### src/design/pca_pkg.sv
`default_nettype none
package pca_pkg;

  localparam int TIMER_W = 16;
  localparam int SEQ_W   = 32;
  localparam int CFG_W   = 16;
  localparam int CFG_IDX_W = 2;
  localparam int NUM_SRC = 4;
  localparam int SRC_W   = 2;

  localparam int IN_DATA_W  = 8;
  localparam int OUT_DATA_W = 40;

  localparam logic [CFG_W-1:0] MIN_GAP_RST   = CFG_W'(100);
  localparam logic [CFG_W-1:0] HOLDOFF_RST   = CFG_W'(1500);
  localparam logic [CFG_W-1:0] KEEPALIVE_RST = CFG_W'(1500);
  localparam logic [SEQ_W-1:0] SEQ_RST       = SEQ_W'(2);
  localparam logic [TIMER_W-1:0] TIMER_MAX   = {TIMER_W{1'b1}};

  typedef enum logic [CFG_IDX_W-1:0] {
    REG_MIN_GAP   = 2'd0,
    REG_HOLDOFF   = 2'd1,
    REG_KEEPALIVE = 2'd2
  } reg_idx_t;

  typedef enum logic {
    CMD_POST = 1'b0,
    CMD_TICK = 1'b1
  } cmd_t;

  typedef enum logic [1:0] {
    KIND_URGENT    = 2'd0,
    KIND_NORMAL    = 2'd1,
    KIND_KEEPALIVE = 2'd2
  } kind_t;

  typedef struct packed {
    kind_t            kind;
    logic [SRC_W-1:0] src;
    logic [SEQ_W-1:0] seq;
  } res_t;

  function automatic logic [TIMER_W-1:0] sat_inc(input logic [TIMER_W-1:0] v);
    sat_inc = (v == TIMER_MAX) ? v : v + TIMER_W'(1);
  endfunction

endpackage
`default_nettype wire

### src/design/priority_command_arbiter_holdoff.sv
`default_nettype none
// Channel  Dir  tdata (low bit up)                  tuser
// in_      in   source[1:0], urgent[2], zero pad    cmd (0 post, 1 tick)
// out_     out  granted_source[1:0], sequence[33:2] kind (0 urgent, 1 normal, 2 keepalive)
// cfg_     in   wdata[15:0] to register cfg_index   -
//
// One request per cycle while in_tready is high: a post or tick is resolved combinationally; its result,
// if any, is registered at the accepting edge into the output register, or into the skid entry while that is held.
// A two-entry output (register plus skid) lets requests flow while a result waits;
// in_tready drops only when both entries hold results.
// Synchronous active-low reset: slots empty, timers zero, sequence 2, config defaults.
module priority_command_arbiter_holdoff (
  input  wire logic                             clk,
  input  wire logic                             rst_n,
  input  wire logic                             in_tvalid,
  output logic                                  in_tready,
  input  wire logic [pca_pkg::IN_DATA_W-1:0]    in_tdata,   // source[1:0], urgent[2]
  input  wire logic                             in_tuser,   // cmd
  output logic                                  out_tvalid,
  input  wire logic                             out_tready,
  output logic [pca_pkg::OUT_DATA_W-1:0]        out_tdata,  // granted_source, sequence
  output logic [1:0]                            out_tuser,  // kind
  input  wire logic                             cfg_wr_en,
  input  wire logic [pca_pkg::CFG_IDX_W-1:0]    cfg_index,
  input  wire logic [pca_pkg::CFG_W-1:0]        cfg_wdata
);

  localparam int NS = pca_pkg::NUM_SRC;

  logic [pca_pkg::CFG_W-1:0]   min_gap_r, holdoff_r, keepalive_r;
  logic [NS-1:0]               slot_valid_r, slot_valid_nxt;
  logic [NS-1:0]               slot_urg_r, slot_urg_nxt;
  logic [pca_pkg::TIMER_W-1:0] since_any_r, since_any_nxt, any_inc;
  logic [pca_pkg::TIMER_W-1:0] since_src_r [NS-1];
  logic [pca_pkg::TIMER_W-1:0] since_src_nxt [NS-1];
  logic [pca_pkg::TIMER_W-1:0] src_inc [NS-1];
  logic [pca_pkg::SEQ_W-1:0]   seq_r, seq_nxt;

  pca_pkg::res_t out_r, skid_r, res;
  logic          out_v_r, skid_v_r, res_v;

  logic                      in_fire, out_fire, grant_fire;
  logic [pca_pkg::SRC_W-1:0] in_src, urg_idx, norm_idx;
  logic                      in_urg;
  logic [NS-1:0]             urg_vec, norm_vec;
  logic [NS-2:0]             quiet;
  logic                      all_quiet;

  assign in_fire   = in_tvalid && in_tready;
  assign out_fire  = out_v_r && out_tready;
  assign in_tready = !skid_v_r;
  assign in_src    = in_tdata[pca_pkg::SRC_W-1:0];
  assign in_urg    = in_tdata[pca_pkg::SRC_W];

  assign out_tvalid = out_v_r;
  assign out_tuser  = out_r.kind;
  assign out_tdata  = pca_pkg::OUT_DATA_W'({out_r.seq, out_r.src});

  always_comb begin
    any_inc = pca_pkg::sat_inc(since_any_r);
    for (int k = 0; k < NS - 1; k++) begin
      src_inc[k] = pca_pkg::sat_inc(since_src_r[k]);
      quiet[k]   = src_inc[k] > holdoff_r;
    end
    urg_vec   = slot_valid_r & slot_urg_r;
    all_quiet = 1'b1;
    for (int s = 0; s < NS; s++) begin
      norm_vec[s] = slot_valid_r[s] && all_quiet;
      if (s < NS - 1) all_quiet = all_quiet && quiet[s];
    end
    // first set bit wins: scan from the top so the lowest index overwrites
    urg_idx  = '0;
    norm_idx = '0;
    for (int s = NS - 1; s >= 0; s--) begin
      if (urg_vec[s])  urg_idx  = pca_pkg::SRC_W'(s);
      if (norm_vec[s]) norm_idx = pca_pkg::SRC_W'(s);
    end
  end

  always_comb begin
    slot_valid_nxt = slot_valid_r;
    slot_urg_nxt   = slot_urg_r;
    since_any_nxt  = since_any_r;
    since_src_nxt  = since_src_r;
    seq_nxt        = seq_r;
    res_v          = 1'b0;
    grant_fire     = 1'b0;
    res.kind       = pca_pkg::KIND_KEEPALIVE;
    res.src        = '0;
    res.seq        = seq_r;
    if (in_fire) begin
      if (in_tuser == pca_pkg::CMD_POST) begin
        slot_valid_nxt[in_src] = 1'b1;
        slot_urg_nxt[in_src]   = in_urg;
      end else begin
        since_any_nxt = any_inc;
        since_src_nxt = src_inc;
        if (any_inc >= min_gap_r) begin
          priority if (|urg_vec) begin
            res_v          = 1'b1;
            grant_fire     = 1'b1;
            res.kind       = pca_pkg::KIND_URGENT;
            res.src        = urg_idx;
            res.seq        = '0;
            seq_nxt        = pca_pkg::SEQ_RST;
            since_any_nxt  = '0;
            slot_valid_nxt = '0;
            slot_urg_nxt   = '0;
          end else if (|norm_vec) begin
            res_v          = 1'b1;
            grant_fire     = 1'b1;
            res.kind       = pca_pkg::KIND_NORMAL;
            res.src        = norm_idx;
            seq_nxt        = seq_r + pca_pkg::SEQ_W'(1);
            since_any_nxt  = '0;
            // automatic source has no quiet timer
            if (norm_idx != pca_pkg::SRC_W'(NS - 1)) begin
              since_src_nxt[norm_idx[pca_pkg::SRC_W-1:0]] = '0;
            end
            slot_valid_nxt = '0;
            slot_urg_nxt   = '0;
          end else if (any_inc > keepalive_r) begin
            res_v         = 1'b1;
            seq_nxt       = seq_r + pca_pkg::SEQ_W'(1);
            since_any_nxt = '0;
          end
        end
      end
    end
  end

  always_ff @(posedge clk) begin
    if (!rst_n) begin
      min_gap_r    <= pca_pkg::MIN_GAP_RST;
      holdoff_r    <= pca_pkg::HOLDOFF_RST;
      keepalive_r  <= pca_pkg::KEEPALIVE_RST;
      slot_valid_r <= '0;
      slot_urg_r   <= '0;
      since_any_r  <= '0;
      for (int k = 0; k < NS - 1; k++) since_src_r[k] <= '0;
      seq_r        <= pca_pkg::SEQ_RST;
    end else begin
      if (cfg_wr_en) begin
        unique case (cfg_index)
          pca_pkg::REG_MIN_GAP:   min_gap_r   <= cfg_wdata;
          pca_pkg::REG_HOLDOFF:   holdoff_r   <= cfg_wdata;
          pca_pkg::REG_KEEPALIVE: keepalive_r <= cfg_wdata;
          default: ;
        endcase
      end
      slot_valid_r <= slot_valid_nxt;
      slot_urg_r   <= slot_urg_nxt;
      since_any_r  <= since_any_nxt;
      since_src_r  <= since_src_nxt;
      seq_r        <= seq_nxt;
    end
  end

  // output register with one skid entry behind it
  always_ff @(posedge clk) begin
    if (!rst_n) begin
      out_v_r  <= 1'b0;
      skid_v_r <= 1'b0;
    end else begin
      if (!out_v_r || out_fire) begin
        if (skid_v_r) begin
          out_v_r  <= 1'b1;
          skid_v_r <= res_v;
        end else begin
          out_v_r  <= res_v;
        end
      end else if (res_v) begin
        skid_v_r <= 1'b1;
      end
    end
  end

  always_ff @(posedge clk) begin
    if (!out_v_r || out_fire) begin
      if (skid_v_r) begin
        out_r <= skid_r;
        if (res_v) skid_r <= res;
      end else if (res_v) begin
        out_r <= res;
      end
    end else if (res_v) begin
      skid_r <= res;
    end
  end

  a_skid_behind_out: assert property (@(posedge clk) disable iff (!rst_n)
    skid_v_r |-> out_v_r)
    else $error("skid entry holds a result while output register is empty");

  a_grant_clears_slots: assert property (@(posedge clk) disable iff (!rst_n)
    grant_fire |=> slot_valid_r == '0)
    else $error("slots not cleared after a grant");

  a_urgent_seq_zero: assert property (@(posedge clk) disable iff (!rst_n)
    out_tvalid && out_tuser == pca_pkg::KIND_URGENT |-> out_tdata[33:2] == '0)
    else $error("urgent grant carries a nonzero sequence");

  a_keepalive_src_zero: assert property (@(posedge clk) disable iff (!rst_n)
    out_tvalid && out_tuser == pca_pkg::KIND_KEEPALIVE |-> out_tdata[1:0] == '0)
    else $error("keepalive carries a source");

  a_urgent_resets_seq: assert property (@(posedge clk) disable iff (!rst_n)
    res_v && res.kind == pca_pkg::KIND_URGENT |=> seq_r == pca_pkg::SEQ_RST)
    else $error("sequence not reset after urgent grant");

endmodule
`default_nettype wire

### config.mk
export PLATFORM = sky130hd
export DESIGN_NAME = priority_command_arbiter_holdoff
export DESIGN_NICKNAME = d
export VERILOG_FILES = /design/src/design/pca_pkg.sv /design/src/design/priority_command_arbiter_holdoff.sv
export SDC_FILE = /design/constraint.sdc
export NUM_CORES = 1
export LEC_CHECK = 0
export BUFFER_PORTS_ARGS = -buffer_cell sky130_fd_sc_hd__buf_2
export CAP_MARGIN = 25
export CORE_UTILIZATION = 50
export CTS_CLUSTER_DIAMETER = 120
export CTS_CLUSTER_SIZE = 30
export DETAILED_ROUTE_END_ITERATION = 8
export GPL_ROUTABILITY_DRIVEN = 0
export PLACE_DENSITY = 0.75
export SLEW_MARGIN = 40
export SYNTH_ARGS = -nofsm -noshare
export SYNTH_HDL_FRONTEND = slang
export SYNTH_SLANG_ARGS = --single-unit
### constraint.sdc
create_clock -name clk -period 5.2 [get_ports clk]
set_input_delay 0.52 -clock clk [delete_from_list [all_inputs] [get_ports clk]]
set_output_delay 0.52 -clock clk [all_outputs]
set_load 0.01 [all_outputs]
# Word-level counts from Yosys, hierarchy flattened
# Cells that the tools add are included.
# op_classes
n_bitwise,5
n_reduce_logical,25
n_eq_ne,10
n_mux,54
n_lt_le_gt_ge,9
add_sub_neg,5
# op_table
cell,n
36-bit 2-to-1 mux,8
48-bit 2-to-1 mux,4
16-bit 2-to-1 mux,9
32-bit 2-to-1 mux,4
"16-bit by 1-bit adder with 16-bit output, second input constant",4
"16-bit equality test, second input constant",4
16-bit > comparator,4
48-bit AND,1
48-bit NOT,1
"32-bit by 1-bit adder with 32-bit output, second input constant",1
16-bit demux with 2-bit select,1
4-bit 2-to-1 mux,7
16-bit >= comparator,1
2-bit 2-to-1 mux,8
1-bit 2-to-1 mux,11
2-bit AND reduction,5
1-bit logical AND,9
4-bit OR reduction,2
4-bit AND,1
4-bit bitwise mux,1
"2-bit != test, second input constant",2
4-bit bitwise OR,1
4-bit AND reduction,1
2-bit nonzero test,2
other kinds (15),16
# totals
wordCells,126
regBits,226
inputBits,32

# Longest topological paths before layout
# Gate-level depths: netlist (run 1).
# depth
word_depth,21
depth_mapped,22
depth_no_buf,16

# Worst setup path before layout (run 1)
# OpenSTA, ideal clock, no wires.
# synth_timing
path_kind,register -> register
startpoint,register since_src_r[19] (netlist name)
endpoint,"register out_r, in the netlist out_tdata[0], enable pin"
path_stages_with_launch,19
arrival_time_ns,5.325
setup_time_ns,0.429
n_path_buf,2
t_required_ns,4.771
setup_slack_ns,-0.554
cell_sequence,dfxtp_1 -> clkbuf_1 -> and4_1 -> and3_1 -> and4_1 -> clkbuf_1 -> nand4_1 -> nand2_1 -> nor2_1 -> xor2_1 -> ha_1 -> nand4_1 -> nor3_1 -> a21boi_0 -> or4_1 -> o2111ai_2 -> a311oi_2 -> nor2_1 -> nor2_1
# synth_between
elab_chain_len,14
word_cells_on_any_way,16
cone_classes,1 x add/sub; 1 x order compare; 1 x eq/ne; 6 x mux; 7 x reduce/logical
# synth_rtl
element,line_no,text
start: declaration,priority_command_arbiter_holdoff.sv:34,logic [pca_pkg::TIMER_W-1:0] since_src_r [NS-1];
start signal: assignment,priority_command_arbiter_holdoff.sv:154,since_src_r <= since_src_nxt;
16-bit by 1-bit adder with 16-bit output or 16-bit equality test (tied branches),pca_pkg.sv:44,sat_inc = (v == TIMER_MAX) ? v : v + TIMER_W'(1);
16-bit 2-to-1 mux (*),pca_pkg.sv:44,
16-bit > comparator (*),priority_command_arbiter_holdoff.sv:63,quiet[k] = src_inc[k] > holdoff_r;
1-bit logical AND (*),priority_command_arbiter_holdoff.sv:69,if (s < NS - 1) all_quiet = all_quiet && quiet[s];
1-bit logical AND,priority_command_arbiter_holdoff.sv:69,
1-bit logical AND,priority_command_arbiter_holdoff.sv:68,norm_vec[s] = slot_valid_r[s] && all_quiet;
4-bit OR reduction (*),priority_command_arbiter_holdoff.sv:109,end else if (|norm_vec) begin
1-bit 2-to-1 mux (*),priority_command_arbiter_holdoff.sv:109,
1-bit 2-to-1 mux (*),priority_command_arbiter_holdoff.sv:99,priority if (|urg_vec) begin
1-bit 2-to-1 mux (*),priority_command_arbiter_holdoff.sv:98,if (any_inc >= min_gap_r) begin
1-bit 2-to-1 mux (*),priority_command_arbiter_holdoff.sv:92,if (in_tuser == pca_pkg::CMD_POST) begin
1-bit 2-to-1 mux (*),priority_command_arbiter_holdoff.sv:91,if (in_fire) begin
2-bit nonzero test (no source line) (*),--,
2-bit AND reduction (no source line) (*),--,
end signal: assignment,priority_command_arbiter_holdoff.sv:181,out_r <= skid_r;
end signal: assignment,priority_command_arbiter_holdoff.sv:184,out_r <= res;
end: declaration,priority_command_arbiter_holdoff.sv:39,"pca_pkg::res_t out_r, skid_r, res;"
# Mark *: on every way between the ends. The rest lies on a longest branch, timed or not.
# A chain may end at the register's enable or synchronous reset.

# Worst setup path after layout (run 1)
# layout_timing
startpoint,register since_any_r[3] (netlist name)
endpoint,register seq_r[28] (netlist name)
# layout_between
elab_chain_len,5
word_cells_on_any_way,7
cone_classes,1 x add/sub; 2 x order compare; 1 x eq/ne; 1 x mux; 2 x reduce/logical
# layout_rtl
element,line_no,text
start: declaration,priority_command_arbiter_holdoff.sv:33,"logic [pca_pkg::TIMER_W-1:0] since_any_r, since_any_nxt, any_inc;"
start signal: assignment,priority_command_arbiter_holdoff.sv:153,since_any_r <= since_any_nxt;
16-bit by 1-bit adder with 16-bit output or 16-bit equality test (tied branches),pca_pkg.sv:44,
16-bit 2-to-1 mux (*),pca_pkg.sv:44,
16-bit > comparator,priority_command_arbiter_holdoff.sv:122,end else if (any_inc > keepalive_r) begin
3-bit nonzero test (no source line),--,
4-bit AND reduction (no source line) (*),--,
end signal: assignment,priority_command_arbiter_holdoff.sv:141,seq_r <= pca_pkg::SEQ_RST;
end signal: assignment,priority_command_arbiter_holdoff.sv:155,seq_r <= seq_nxt;
end: declaration,priority_command_arbiter_holdoff.sv:37,"logic [pca_pkg::SEQ_W-1:0] seq_r, seq_nxt;"
# Marks and branches as above.

==> flow_summary.json, run 1 <==
{
  "drc_errors": 0,
  "crit_top_cell": "nand2_1",
  "synth.largest_area_cell": "dfxtp_1",
  "fin_cells": 1745,
  "finalWorstSetupSlack_ns": 0.391,
  "syn-cell-area_um2": 12500,
  "yosysWarningCount": 0,
  "post_drt_wl_per_cell_um": 16.7,
  "worstPathRequired_ns": 5.58,
  "drt-initial-drc-count": 723,
  "clock_latency_ns": 0.49,
  "synth_common_cells": "nand2_1 (189), dfxtp_1 (154), a21oi_1 (131), ha_1 (85)",
  "hold_class": "input port to flip-flop",
  "syn_inst": 1390,
  "fmax_mhz": 208,
  "clockRootBuffer": "clkbuf_16",
  "critPathMaxFanout": 44,
  "grt_pass1_vias": 9681,
  "vdd_drop_max_uv": 181,
  "crit_arrival_ns": 5.19,
  "synth_seq_cells": 226,
  "routed_wl_mm": 29.1,
  "synthToLayoutAreaGrowth_pct": 7.91,
  "via_count": 10300,
  "grt_antenna_before_repair": 0,
  "startpoint_type": "flip-flop",
  "grt-ovfl-total": 0,
  "cts_tree": "built",
  "seq_area_frac_synth": 0.421,
  "die_x_um": 160,
  "worstSetupPathType": "flip-flop to flip-flop",
  "clockBufferDepth": 3,
  "port_buffers": 64,
  "synth_ff_type": "dfxtp_1",
  "rsz0062_at_grt": "false",
  "synth_edf_count": 72,
  "ys_top_cells_by_area": "dfxtp_1 (25%), edfxtp_1 (17%), ha_1 (8.5%)",
  "post-dp-hpwl_mm": 20.7,
  "grt_usage": 0.227,
  "path_buf_inv": 1,
  "cts-htree-levels": 1,
  "yosysMostFrequentCell": "nand2_1",
  "die-area_um2": 25500,
  "powerDensity_nw_per_um2": 223,
  "ioPinCount": 76,
  "maxCapViolations": 0,
  "p_leak_nw": 5.22,
  "maxSlewViolCount": 0,
  "cpPeakStageDelay_ns": 0.66,
  "drtAntennaViolNets": 0,
  "tightest_slew_ns": 0.744,
  "slew_headroom": 0.504,
  "cts_setup_buffers": 0,
  "final_nets": 1534,
  "layout-drive-gt1-share": 0.112,
  "ys_types": 71,
  "status": "finished, final reports clean",
  "async_flop_share": 0,
  "setup_viol": 0,
  "rows": 57,
  "core_um2": 24400,
  "path_cells": "and3_1 -> and4_1 -> nand4_1 -> or2_2 -> and2_1 -> nand2_1 -> xnor2_1 -> ha_1 -> o21ai_0 -> a2111oi_1 -> a21o_1 -> nand2_1 -> buf_4 -> nor4_1 -> mux2_2",
  "dr.pass1.iters": 5,
  "place.detailed.instances": 1727,
  "grt_max_degree": 63,
  "die_y_um": 160,
  "critPathSlowestCell": "a2111oi_1",
  "diodes": 0,
  "pre_cts_slack_ns": 0.413,
  "grt_pass1_wl_mm": 48.0,
  "finalCritPeriodShare": 0.925,
  "end_kind": "flip-flop",
  "post_drt_via_cell_ratio": 5.91,
  "start_util": 0.510,
  "tns_ns": 0,
  "clock-sinks": 226,
  "cts_buffers": 11,
  "synth_top_area_share": 0.248,
  "fin_crit_ns": 4.81,
  "clkTransAtPathRegs_ns": 0.11,
  "skew_ns": 0.0230,
  "cpLargestDelayFamily": "simple AND/OR/NAND/NOR gates",
  "hold_viol_final": 0,
  "postSynthAreaPerCell_um2": 8.96
}
[final cells by class]
cell class                      count  area, µm²
Multi-Input combinational cell   1024       6690
Timing Repair Buffer               88        529
Fill cell                        2207      11000
Sequential cell                   226       5250
Tap cell                          324        405
Clock buffer                       16        304
Clock inverter                      1       16.3
Inverter                           66        248
[final timing paths]
path | cells after the start | endpoint | startpoint | slack, ns
worst max-delay path | 15 | seq_r[28] | since_any_r[3] | 0.39
worst min-delay path | 3 | holdoff_r[13] | cfg_wdata[13] | 0.28
worst max register to register | 15 | seq_r[28] | since_any_r[3] | 0.39
worst min register to register | 2 | keepalive_r[15] | keepalive_r[15] | 0.46
[what timing repair did]
item / in CTS / in global routing
hold buffers: 0 / 0
endpoints found under the setup margin: 0 / 38
resized for setup: 0 / 1
[worst reg2reg max path, delay by kind of cell, from the launching register on]
family                     cells  cell delay, ns
adders and majority gates      1            0.22
xor gates and xnor gates       1            0.17
muxes                          1            0.37
DFF                            1            0.45
and+or+nand+nor                8            2.07
buffers and inverters          1            0.28
AOI/OAI and AO/OA              3            1.15
[routing by layer]
layer | vias up | global-route usage | share of wire
li1 | 5095 | - | -
met1 | 4901 | 0.294 | 0.45
met2 | 255 | 0.389 | 0.48
met3 | 54 | 0.0312 | 0.048
met4 | 0 | 0.0736 | 0.030
met5 | - | 0 | 0
[power by group]
part / internal [W] / switching, W / total, W
clock: 0.000419 / 0.000559 / 0.000978
sequential: 0.00183 / 0.0000138 / 0.00184
combinational: 0.0000593 / 0.000125 / 0.000184
[state kept, by name, indices dropped and copies added (netlist names), 16 cells and up]
signal	cells
since_any_r	16
holdoff_r	16
keepalive_r	16
since_src_r	48
seq_r	32
out_tdata	34
min_gap_r	16
skid_r	36
[cells in the final DEF, fill, tap and decap left out, types with 28 or more instances in the layout]
| cell type | count |
|---|---|
| a21oi_1 | 131 |
| and2_1 | 44 |
| and3_1 | 28 |
| buf_2 | 64 |
| dfxtp_1 | 154 |
| edfxtp_1 | 72 |
| ha_1 | 85 |
| inv_1 | 64 |
| mux2_2 | 36 |
| nand2_1 | 188 |
| nand3_1 | 67 |
| nand4_1 | 35 |
| nor2_1 | 70 |
| o211ai_1 | 31 |
| xnor2_1 | 31 |
[metrics by stage]
step	total power [W]	hold slack, ns	util	cell area, µm²
6_report	0.00300	0.282	0.551	13400
5_1_grt	0.00311	0.287	0.551	13400
4_1_cts	0.00302	0.276	0.550	13400
3_5_place_dp	0.00206	0.447	0.537	13100
3_3_place_gp	0.00205	0.444	0.537	13100
2_1_floorplan	0.00200	0.436	-	12500
[kinds of logic (layout without fill, tap and decap cells)]
family          after synthesis  after routing  synth area share
compound gates              304            304             0.157
xor+xnor                     45             45            0.0317
fa+ha+maj                    85             85            0.0854
buf+inv                     145            171            0.0463
flops                       226            226             0.421
mux                          39             39            0.0354
other cells                   1              6          0.000301
simple gates                545            545             0.222
No activity file was read; power rests on OpenSTA's default activity.
==> run 2, diff against run 1 <==
- SETUP_SLACK_MARGIN: default -> 0.15
- clock period: 5.2 -> 4.26 ns (I/O delays scaled with it)
==> flow_summary.json, run 2 (synthesis gave the netlist of run 1 again) <==
{
  "layout-drive-gt1-share": 0.261,
  "final_nets": 1636,
  "pre_cts_slack_ns": -0.134,
  "drc_errors": 0,
  "tns_ns": -3.56,
  "violations": "negative setup slack",
  "cts_tree": "built",
  "most-common-layout-cells": "nand2_1 (186), dfxtp_1 (138), a21oi_1 (110), buf_4 (96), ha_1 (82)",
  "grt_pass1_vias": 10300,
  "diodes": 0,
  "grt-ovfl-total": 0,
  "hold_class": "input port to flip-flop",
  "powerDensity_nw_per_um2": 242,
  "largest_reg_flops": 48,
  "drt-initial-drc-count": 758,
  "layout_commonest_cell": "nand2_1",
  "clock-sinks": 226,
  "critPathMaxFanout": 11,
  "die_y_um": 160,
  "finalCritPeriodShare": 1.04,
  "ioPinCount": 76,
  "grt_antenna_before_repair": 0,
  "routed_wl_mm": 34.3,
  "p_leak_nw": 6.09,
  "cts-htree-levels": 1,
  "grt_max_degree": 64,
  "vdd_drop_max_uv": 232,
  "grt_usage": 0.244,
  "core_um2": 24400,
  "skew_ns": 0.0223,
  "setup_viol": 95,
  "largest-register": "since_src_r",
  "synthToLayoutAreaGrowth_pct": 22.7,
  "dr.pass1.iters": 5,
  "start_util": 0.510,
  "fmax_mhz": 225,
  "clockRootBuffer": "clkbuf_16",
  "clkTransAtPathRegs_ns": 0.11,
  "worstSetupPathType": "flip-flop to flip-flop",
  "post_drt_via_cell_ratio": 6.06,
  "end_kind": "flip-flop",
  "post_drt_wl_per_cell_um": 18.6,
  "cts_buffers": 11,
  "startpoint_type": "flip-flop",
  "drtAntennaViolNets": 0,
  "hold-worst-slack_ns": 0.199,
  "status": "finished with violations",
  "clock_latency_ns": 0.49,
  "grt_pass1_wl_mm": 51.2,
  "clockBufferDepth": 3,
  "die-area_um2": 25500,
  "via_count": 11200,
  "maxSlewViolCount": 0,
  "worstPathRequired_ns": 4.62,
  "tightest_slew_ns": 0.916,
  "finalWorstSetupSlack_ns": -0.176,
  "crit_arrival_ns": 4.80,
  "slew_headroom": 0.390,
  "fin_crit_ns": 4.44,
  "port_buffers": 64,
  "rows": 57,
  "die_x_um": 160,
  "rsz0062_at_grt": "true",
  "hold_viol_final": 0,
  "post-dp-hpwl_mm": 21.4,
  "maxCapViolations": 0
}
==> run 2: area by class of cell <==
type,count,area [µm²]
inverters,66,248
repair buffers,190,1640
flip-flops and latches,226,5280
clock buffers,14,287
well taps,324,405
multi-input cells,1024,7400
clock inverters,2,21.3
fillers,1967,9110
==> run 2: timing repair <==
action,CTS,global route
setup endpoints to repair,165,204
resized for setup,47,116
pin swaps,28,70
hold buffers,0,0
gates cloned,3,9
setup buffers,38,23
==> run 2: layer usage <==
layer	track usage	vias up	wire length, µm
met3	0.0278	92	1950
met1	0.310	5367	14200
li1	-	5293	-
met2	0.423	439	16900
met5	0	-	0
met4	0.0957	0	1220
==> run 2: worst max-delay path: stages (launching register included) <==
cell and delay (ns):
dfxtp_4 0.37, and4_4 0.22, nand4_1 0.22, nor3_4 0.41, buf_4 0.18, nor4_2 0.04, xor2_1 0.18, ha_1 0.33
nand2_2 0.07, or4_4 0.55, a21o_1 0.22, nand3_2 0.11, o2111ai_4 0.14, buf_6 0.16, and3_4 0.24, buf_4 0.16
clkbuf_16 0.16, o31ai_1 0.43, a21oi_2 0.11
==> run 2: where the power goes <==
| group | switching (W) | internal (W) | leakage (nW) |
|---|---|---|---|
| Clock | 0.000693 | 0.000491 | 0.150 |
| Sequential | 0.0000158 | 0.00223 | 1.89 |
| Combinational | 0.000175 | 0.0000918 | 4.05 |
| Total | 0.000884 | 0.00281 | 6.09 |
==> run 2: metrics by stage <==
step	power, W	area [µm²]	util	instances
6_report	0.00369	15300	0.626	1846
5_1_grt	0.00381	15300	0.626	1846
4_1_cts	0.00368	14400	0.589	1814
3_5_place_dp	0.00253	13500	0.553	1757
3_3_place_gp	0.00252	13500	0.553	1757
2_1_floorplan	0.00244	12600	-	1395
==> run 2: worst paths after layout <==
kind | to | cells past startpoint | slack, ns | from
worst max-delay path | seq_r[10] | 18 | -0.18 | since_src_r[37]
worst min-delay path | min_gap_r[13] | 3 | 0.20 | cfg_wdata[13]
worst max register to register | seq_r[10] | 18 | -0.18 | since_src_r[37]
worst min register to register | min_gap_r[11] | 2 | 0.46 | min_gap_r[11]
